[config.mk]
export PLATFORM = sky130hd
export DESIGN_NAME = base64_decoder_top
export DESIGN_NICKNAME = d
export VERILOG_FILES = /design/src/hw/rtl/b64_pkg.sv /design/src/hw/rtl/base64_decoder_top.sv /design/src/hw/rtl/b64_front.sv /design/src/hw/rtl/b64_fifo.sv /design/src/hw/rtl/b64_back.sv
export SDC_FILE = /design/constraint.sdc
export NUM_CORES = 1
export LEC_CHECK = 0
export BUFFER_PORTS_ARGS = -buffer_cell sky130_fd_sc_hd__buf_2
export CAP_MARGIN = 0
export CORE_ASPECT_RATIO = 0.8
export CORE_MARGIN = 3
export CORE_UTILIZATION = 48
export DETAILED_ROUTE_END_ITERATION = 10
export GPL_TIMING_DRIVEN = 0
export PLACE_DENSITY = 0.68
export SYNTH_ARGS = -nofsm -noshare
export SYNTH_HDL_FRONTEND = slang
export SYNTH_SLANG_ARGS = --single-unit
[constraint.sdc]
create_clock -name i_clk -period 3.5 [get_ports i_clk]
set_input_delay 0.35 -clock i_clk [delete_from_list [all_inputs] [get_ports i_clk]]
set_output_delay 0.35 -clock i_clk [all_outputs]
set_load 0.05 [all_outputs]
[src/hw/rtl/b64_pkg.sv]
// Shared types, constants and the alphabet lookup for the base64 decoder.
`default_nettype none
package b64_pkg;

    localparam int CHAR_W     = 8;
    localparam int SEXTET_W   = 6;
    localparam int WORD_W     = 24;
    localparam int FIFO_DEPTH = 4;
    localparam int FIFO_AW    = 2;

    localparam logic [7:0] PAD_CHAR = 8'h3D;   // '='

    localparam logic [1:0] ST_OK    = 2'd0;
    localparam logic [1:0] ST_EMPTY = 2'd1;    // no valid characters
    localparam logic [1:0] ST_COUNT = 2'd2;    // count not a multiple of four
    localparam logic [1:0] ST_PAD   = 2'd3;    // three or more pads in a group

    // Work handed from the front end to the output side.
    typedef struct packed {
        logic [WORD_W-1:0] word;        // decoded group, first byte high
        logic [1:0]        emit;        // data bytes to send (0..3)
        logic              has_status;  // a status beat follows the bytes
        logic [1:0]        status;
    } t_job;

    // {is_valid, sextet}; '=' is valid with value zero.
    function automatic logic [SEXTET_W:0] sextet_of(input logic [CHAR_W-1:0] c);
        logic [CHAR_W-1:0] d;
        begin
            d = '0;
            if (c >= 8'h41 && c <= 8'h5A) begin
                d = c - 8'h41;
                sextet_of = {1'b1, d[SEXTET_W-1:0]};
            end else if (c >= 8'h61 && c <= 8'h7A) begin
                d = c - 8'h61 + 8'd26;
                sextet_of = {1'b1, d[SEXTET_W-1:0]};
            end else if (c >= 8'h30 && c <= 8'h39) begin
                d = c - 8'h30 + 8'd52;
                sextet_of = {1'b1, d[SEXTET_W-1:0]};
            end else if (c == 8'h2B) begin
                sextet_of = {1'b1, 6'd62};
            end else if (c == 8'h2F) begin
                sextet_of = {1'b1, 6'd63};
            end else if (c == PAD_CHAR) begin
                sextet_of = {1'b1, 6'd0};
            end else begin
                sextet_of = '0;
            end
        end
    endfunction

endpackage
`default_nettype wire

[src/hw/rtl/base64_decoder_top.sv]
// Top level of the streaming base64 decoder.
//
// Input channel: one character per beat (i_char_in, i_final_char), taken at
// an edge with i_valid high and o_stall low. Characters other than the base64
// alphabet and '=' are dropped. Every fourth valid character yields a group
// of three bytes, cut to two, one or none by pads; after a padded group no
// more bytes come out. The character flagged final adds one status beat
// (ok, no valid chars, bad count, too much padding); on an error status the
// receiver drops the bytes it already got. o_end_of_run marks the last beat
// caused by one character.
// Throughput: one character per cycle while the job queue has room; the
// output side sends one beat per cycle while i_stall is low, and a group of
// four characters yields at most four beats. From acceptance to the first
// beat, a job passes the queue, the queue head and the output registers.
// Reset (i_rst_n low, synchronous) clears the group state and empties the
// queue and output register. When the receiver holds i_stall, the output
// beat holds steady, the queue fills, and o_stall rises when it is full.
`default_nettype none
module base64_decoder_top (
    input  wire         i_clk,
    input  wire         i_rst_n,
    input  wire         i_valid,
    output logic        o_stall,
    input  wire  [7:0]  i_char_in,
    input  wire         i_final_char,
    output logic        o_valid,
    input  wire         i_stall,
    output logic [7:0]  o_out_byte,
    output logic        o_is_status,
    output logic [1:0]  o_status,
    output logic        o_end_of_run
);
    import b64_pkg::*;

    logic  accept;
    logic  push, pop, full, job_valid;
    t_job  push_job, head_job;

    // Front end only ever stalls on a full queue.
    assign o_stall = full;
    assign accept  = i_valid && !full;

    b64_front u_front (
        .i_clk        (i_clk),
        .i_rst_n      (i_rst_n),
        .i_accept     (accept),
        .i_char_in    (i_char_in),
        .i_final_char (i_final_char),
        .o_push       (push),
        .o_job        (push_job)
    );

    b64_fifo u_fifo (
        .i_clk   (i_clk),
        .i_rst_n (i_rst_n),
        .i_push  (push),
        .i_job   (push_job),
        .i_pop   (pop),
        .o_full  (full),
        .o_valid (job_valid),
        .o_job   (head_job)
    );

    b64_back u_back (
        .i_clk        (i_clk),
        .i_rst_n      (i_rst_n),
        .i_job_valid  (job_valid),
        .i_job        (head_job),
        .o_pop        (pop),
        .o_valid      (o_valid),
        .i_stall      (i_stall),
        .o_out_byte   (o_out_byte),
        .o_is_status  (o_is_status),
        .o_status     (o_status),
        .o_end_of_run (o_end_of_run)
    );

endmodule
`default_nettype wire

[src/hw/rtl/b64_front.sv]
// Front end: classifies characters, assembles groups and builds output jobs.
`default_nettype none
module b64_front (
    input  wire                 i_clk,
    input  wire                 i_rst_n,
    input  wire                 i_accept,
    input  wire [7:0]           i_char_in,
    input  wire                 i_final_char,
    output logic                o_push,
    output b64_pkg::t_job       o_job
);
    import b64_pkg::*;

    logic [17:0] r_buf,   n_buf;
    logic [1:0]  r_gpos,  n_gpos;
    logic [2:0]  r_pads,  n_pads;
    logic [1:0]  r_vcnt,  n_vcnt;
    logic        r_seen,  n_seen;
    logic        r_stop,  n_stop;
    logic        r_perr,  n_perr;

    logic [SEXTET_W:0] lk;
    logic              is_valid;
    logic [2:0]        pads_new;
    logic              grp_done;
    logic [1:0]        emit;

    assign lk       = sextet_of(i_char_in);
    assign is_valid = lk[SEXTET_W];

    always_comb begin
        n_buf  = r_buf;
        n_gpos = r_gpos;
        n_pads = r_pads;
        n_vcnt = r_vcnt;
        n_seen = r_seen;
        n_stop = r_stop;
        n_perr = r_perr;
        grp_done = 1'b0;
        emit     = 2'd0;
        pads_new = r_pads;
        o_job.word       = {r_buf, lk[SEXTET_W-1:0]};
        o_job.has_status = i_final_char;
        o_job.status     = ST_OK;

        if (is_valid) begin
            n_seen = 1'b1;
            n_vcnt = r_vcnt + 2'd1;
            if (!r_stop) begin
                if (i_char_in == PAD_CHAR && r_pads < 3'd4)
                    pads_new = r_pads + 3'd1;
                if (r_gpos != 2'd3) begin
                    n_buf  = {r_buf[11:0], lk[SEXTET_W-1:0]};
                    n_gpos = r_gpos + 2'd1;
                    n_pads = pads_new;
                end else begin
                    grp_done = 1'b1;
                    case (pads_new)
                        3'd0:    emit = 2'd3;
                        3'd1:    emit = 2'd2;
                        3'd2:    emit = 2'd1;
                        default: begin
                            emit   = 2'd0;
                            n_perr = 1'b1;
                        end
                    endcase
                    if (pads_new != 3'd0)
                        n_stop = 1'b1;
                    n_buf  = '0;
                    n_gpos = 2'd0;
                    n_pads = 3'd0;
                end
            end
        end

        if (!n_seen)
            o_job.status = ST_EMPTY;
        else if (n_vcnt != 2'd0)
            o_job.status = ST_COUNT;
        else if (n_perr)
            o_job.status = ST_PAD;

        o_job.emit = emit;
        o_push     = i_accept && ((grp_done && emit != 2'd0) || i_final_char);

        // Final character: start the next text from scratch.
        if (i_final_char) begin
            n_buf  = '0;
            n_gpos = 2'd0;
            n_pads = 3'd0;
            n_vcnt = 2'd0;
            n_seen = 1'b0;
            n_stop = 1'b0;
            n_perr = 1'b0;
        end
    end

    always_ff @(posedge i_clk) begin
        if (!i_rst_n) begin
            r_buf  <= '0;
            r_gpos <= 2'd0;
            r_pads <= 3'd0;
            r_vcnt <= 2'd0;
            r_seen <= 1'b0;
            r_stop <= 1'b0;
            r_perr <= 1'b0;
        end else if (i_accept) begin
            r_buf  <= n_buf;
            r_gpos <= n_gpos;
            r_pads <= n_pads;
            r_vcnt <= n_vcnt;
            r_seen <= n_seen;
            r_stop <= n_stop;
            r_perr <= n_perr;
        end
    end

endmodule
`default_nettype wire

[src/hw/rtl/b64_fifo.sv]
// Small job queue between the front end and the output side.
`default_nettype none
module b64_fifo (
    input  wire                 i_clk,
    input  wire                 i_rst_n,
    input  wire                 i_push,
    input  b64_pkg::t_job       i_job,
    input  wire                 i_pop,
    output logic                o_full,
    output logic                o_valid,
    output b64_pkg::t_job       o_job
);
    import b64_pkg::*;

    t_job               r_mem [FIFO_DEPTH];
    t_job               r_head;     // entry taken by the last pop
    logic [FIFO_AW-1:0] r_wr, r_rd;
    logic [FIFO_AW:0]   r_cnt;
    logic               do_push, do_pop;

    assign o_full  = (r_cnt == (FIFO_AW+1)'(FIFO_DEPTH));
    assign o_valid = (r_cnt != '0);
    assign o_job   = r_head;
    assign do_push = i_push && !o_full;
    assign do_pop  = i_pop && o_valid;

    always_ff @(posedge i_clk) begin
        if (do_push)
            r_mem[r_wr] <= i_job;
        if (do_pop)
            r_head <= r_mem[r_rd];
    end

    always_ff @(posedge i_clk) begin
        if (!i_rst_n) begin
            r_wr  <= '0;
            r_rd  <= '0;
            r_cnt <= '0;
        end else begin
            if (do_push)
                r_wr <= r_wr + FIFO_AW'(1);
            if (do_pop)
                r_rd <= r_rd + FIFO_AW'(1);
            if (do_push && !do_pop)
                r_cnt <= r_cnt + (FIFO_AW+1)'(1);
            else if (do_pop && !do_push)
                r_cnt <= r_cnt - (FIFO_AW+1)'(1);
        end
    end

endmodule
`default_nettype wire

[src/hw/rtl/b64_back.sv]
// Output side: unrolls each job into byte and status beats.
`default_nettype none
module b64_back (
    input  wire                 i_clk,
    input  wire                 i_rst_n,
    input  wire                 i_job_valid,
    input  b64_pkg::t_job       i_job,      // job taken at the last pop
    output logic                o_pop,
    output logic                o_valid,
    input  wire                 i_stall,
    output logic [7:0]          o_out_byte,
    output logic                o_is_status,
    output logic [1:0]          o_status,
    output logic                o_end_of_run
);
    import b64_pkg::*;

    logic       r_busy;
    logic [1:0] r_idx;
    logic       r_out_valid;
    logic [7:0] r_byte;
    logic       r_is_st;
    logic [1:0] r_st;
    logic       r_eor;

    logic       load_out, emit_now, cur_last, cur_st;
    logic [2:0] total_m1;
    logic [7:0] sel_byte;

    assign load_out = !r_out_valid || !i_stall;
    assign emit_now = r_busy && load_out;
    assign total_m1 = {1'b0, i_job.emit} + {2'b00, i_job.has_status} - 3'd1;
    assign cur_last = (r_idx == total_m1[1:0]);
    assign cur_st   = (r_idx >= i_job.emit);
    assign o_pop    = i_job_valid && (!r_busy || (emit_now && cur_last));

    always_comb begin
        case (r_idx)
            2'd0:    sel_byte = i_job.word[23:16];
            2'd1:    sel_byte = i_job.word[15:8];
            2'd2:    sel_byte = i_job.word[7:0];
            default: sel_byte = 8'd0;
        endcase
    end

    always_ff @(posedge i_clk) begin
        if (!i_rst_n) begin
            r_busy      <= 1'b0;
            r_idx       <= 2'd0;
            r_out_valid <= 1'b0;
        end else begin
            if (load_out)
                r_out_valid <= r_busy;
            if (o_pop) begin
                r_busy <= 1'b1;
                r_idx  <= 2'd0;
            end else if (emit_now) begin
                if (cur_last)
                    r_busy <= 1'b0;
                r_idx <= r_idx + 2'd1;
            end
        end
    end

    always_ff @(posedge i_clk) begin
        if (emit_now) begin
            r_byte  <= cur_st ? 8'd0 : sel_byte;
            r_is_st <= cur_st;
            r_st    <= cur_st ? i_job.status : ST_OK;
            r_eor   <= cur_last;
        end
    end

    assign o_valid      = r_out_valid;
    assign o_out_byte   = r_byte;
    assign o_is_status  = r_is_st;
    assign o_status     = r_st;
    assign o_end_of_run = r_eor;

endmodule
`default_nettype wire
==> results.py <==
metrics = {
    "clock_tree": {
        "clockBufferDepth": 2,
        "clock_latency_ns": 0.43,
        "cts_made_buffers": 17,
        "clock_sinks": 196,
        "clk_pin_slew_ns": 0.07,
        "cts_htree_levels": 4,
        "root_buffer": "clkbuf_16",
        "cts_tree": "built",
    },
    "global_route": {
        "grt_pass1_wl_um": 26100,
        "grt_overflow_total": 0,
        "antenna_found_initial": 1,
        "grt_max_degree": 31,
        "gr-usage-all-layers_pct": 18.3,
        "first_global_vias": 4713,
    },
    "worst_hold_path": {
        "min_path_type": "in2reg",
        "worstHoldStart": "i_stall",
        "hold_depth": 3,
        "hold_end": "u_back.o_valid$_SDFFE_PN0P_",
    },
    "timing": {
        "worst_pin_slew_ns": 1.12,
        "post-route-period-util_pct": 93.8,
        "fin_setup_tns_ns": 0,
        "finalMaxSlewViolations": 0,
        "final-setup-viol-count": 0,
        "period_minus_slack_ns": 3.28,
        "max_freq_ghz": 0.305,
        "finClkSkew_ns": 0.0130,
        "finalHoldViolations": 0,
        "relSlewSlack_pct": 25.4,
    },
    "finish": {
        "syn2layout_area_growth_pct": 12.6,
        "final_core_util_pct": 55.9,
        "drive_gt1_share_pct": 19.5,
        "fill_cells": 1303,
        "final_nets": 623,
        "fin_cells": 820,
        "n_antenna_cell": 0,
    },
    "synthesis": {
        "postSynthCellCount": 542,
        "syn_nets": 578,
        "synth_top_cell_by_area": "edfxtp_1",
        "ys_ff_latch": 196,
        "synth.distinct_cells": 73,
        "yosysSeqAreaShare_pct": 66.0,
        "synth-edff-count": 157,
        "synth-main-ff-cell": "edfxtp_1",
        "yosys_warnings": 0,
        "synth_area_um2": 8320,
        "async_flop_share_pct": 0,
        "synth_area_leaders": "edfxtp_1 (57%), dfxtp_1 (9.4%), mux4_2 (7.8%)",
        "avgSynthCellArea_um2": 15.4,
        "yosysTopAreaCellShare_pct": 56.6,
    },
    "critical_path": {
        "crit_path_end_kind": "register",
        "path_class": "in2reg",
        "reg2reg_depth": 11,
        "worst_r2r_endpoint": "u_fifo.r_cnt[2]$_SDFFE_PN0P_",
        "cp_max_fo": 10,
        "reg2reg_setup_slack_ns": 0.24,
        "critPathArrivalTime_ns": 3.64,
        "worstSetupStartpointType": "input port",
        "cp.required_ns": 3.85,
        "timing.rr.start": "u_front.r_pads[0]$_SDFFE_PN0P_",
    },
    "pwr": {
        "ir_drop_mv": 0.528,
        "p_comb_share_pct": 23.9,
        "seq_power_share_pct": 46.7,
        "p_int_mw": 4.66,
        "pwr-share-clk_pct": 29.4,
        "swShare_pct": 30.9,
        "powerDensity_nw_per_um2": 719,
        "p_leak_nw": 3.26,
        "switchingPower_mw": 2.08,
    },
    "place": {
        "portBuffers": 25,
        "gp_congestion": 0.837,
        "dp_hpwl_um": 10900,
        "dpl.cell_count": 787,
    },
    "drt": {
        "vias_per_cell": 5.80,
        "wire_per_inst_um": 19.7,
        "wirelength_um": 16100,
        "dr.pass1.iters": 5,
        "drc": 0,
        "vias": 4755,
        "drt-initial-drc-count": 376,
        "ant_nets": 0,
    },
    "floorplanning": {
        "initial_core_util_pct": 49.6,
        "row_count": 42,
        "ios": 27,
        "die-area_um2": 19000,
        "die_h_um": 124,
        "die_x_um": 153,
        "coreArea_um2": 16800,
    },
    "outcome": {
        "status": "completed",
    },
    "job": {
        "cap_violations": 0,
    },
}
placed cells by master (no fill, tap or decap), drive strengths merged, types with 4 or more instances in the layout:
cell type / netlist / layout
a21oi: 14 / 14
clkbuf: 15 / 32
nand2b: 4 / 4
buf: 12 / 38
nand2: 42 / 42
a211oi: 4 / 4
xnor2: 7 / 7
inv: 19 / 27
nor3: 12 / 12
xor2: 4 / 4
mux4: 29 / 29
a222oi: 8 / 8
a21boi: 15 / 15
clkinv: 0 / 4
ha: 22 / 22
edfxtp: 157 / 157
and2: 12 / 12
or3: 4 / 4
nor2b: 10 / 10
mux2i: 6 / 6
nor2: 22 / 22
nand3: 22 / 22
o21ai: 11 / 11
dfxtp: 39 / 39
worst max-delay path by stage:
stage                     depth (start not counted)         start                            to
after CTS                                        15  i_char_in[2]  u_fifo.r_cnt[2]$_SDFFE_PN0P_
after global routing                             15  i_char_in[2]  u_fifo.r_cnt[2]$_SDFFE_PN0P_
after global placement                           10  i_char_in[2]  u_fifo.r_mem[0][2]$_DFFE_PP_
final                                            15  i_char_in[2]  u_fifo.r_cnt[2]$_SDFFE_PN0P_
after detailed placement                         15  i_char_in[2]  u_fifo.r_cnt[2]$_SDFFE_PN0P_
after floorplan                                  14  i_char_in[2]  u_fifo.r_cnt[2]$_SDFFE_PN0P_
state kept, by name, summed over array words and instances (netlist names), 3 cells and up:
name               count
u_fifo.r_mem         116
u_fifo.o_job          29
u_front.r_buf         18
u_back.o_out_byte      8
u_fifo.r_cnt           3
u_front.r_pads         3
Yosys cell counts (10+ instances only):
cell        n
a21boi_1   13
nand2_1    42
nor2b_1    10
clkbuf_1   15
o21ai_0    11
ha_1       22
nor3_1     12
nor2_1     21
and2_1     11
mux4_2     29
edfxtp_1  157
nand3_1    21
dfxtp_1    39
inv_1      19
a21oi_1    12
layer usage:
layer / wire (um) / global-route usage, % / share of wire, %
met4: 165 / 5.45 / 1.0
met3: 1020 / 3.68 / 6.3
met5: 0 / 0 / 0
met1: 7640 / 27.5 / 47
met2: 7320 / 27.4 / 45
worst max-delay path: stages:
cell	delay, ns
buf_2	0.10
buf_2	0.21
inv_1	0.10
ha_1	0.36
a21oi_4	0.31
a2111oi_4	0.11
nor3_4	0.30
a21oi_4	0.12
o31ai_4	0.22
ha_1	0.24
inv_1	0.09
fa_1	0.43
xor2_1	0.17
or3_1	0.33
a21boi_0	0.20
final cells by class:
type | count | area, um2 | area share [%]
clock inverter | 15 | 189 | 2.02
tap | 220 | 275 | 2.94
buffer | 27 | 124 | 1.32
timing repair buffer | 26 | 133 | 1.42
inverter | 19 | 71.3 | 0.761
multi-input combinational | 300 | 2660 | 28.4
clock buffer | 17 | 425 | 4.54
sequential | 196 | 5500 | 58.7
power by group through the flow:
stage	Clock (mW)	Sequential [mW]	Combinational [mW]
6_report	1.98	3.15	1.61
5_1_grt	2.12	3.18	1.78
4_1_cts	2.02	3.15	1.63
3_5_place_dp	0	3.20	1.62
3_3_place_gp	0	3.19	1.58
2_1_floorplan	0	3.41	0.968
logic make-up (layout without fill, tap and decap cells):
group           after synthesis  count (layout)  share of synthesized area [%]
fa+ha+maj                    23              23                           3.55
xor+xnor                     12              12                           1.43
flops                       196             196                           66.0
mux                          35              35                           8.57
simple gates                143             143                           9.04
compound gates               87              87                           9.05
buf+inv                      46             104                           2.35
stage by stage:
stage / hold WS (ns) / area, um2 / setup slack [ns] / total power [mW]
global placement: 0.464 / 8730 / -0.688 / 4.77
detailed placement: 0.472 / 8730 / -0.583 / 4.83
CTS: 0.176 / 9360 / 0.0316 / 6.80
finish: 0.191 / 9370 / 0.218 / 6.74
global route: 0.183 / 9370 / -0.000572 / 7.07
floorplan: 0.443 / 8330 / 0.109 / 4.37
what timing repair did:
action | CTS | global route
hold buffers | 0 | 0
setup buffers | 0 | 1
pin swaps | 0 | 1
resized for setup | 2 | 0
endpoints found under the setup margin | 1 | 1
cloned | 0 | 0
Note: power is estimated with default switching activity, not from simulation.
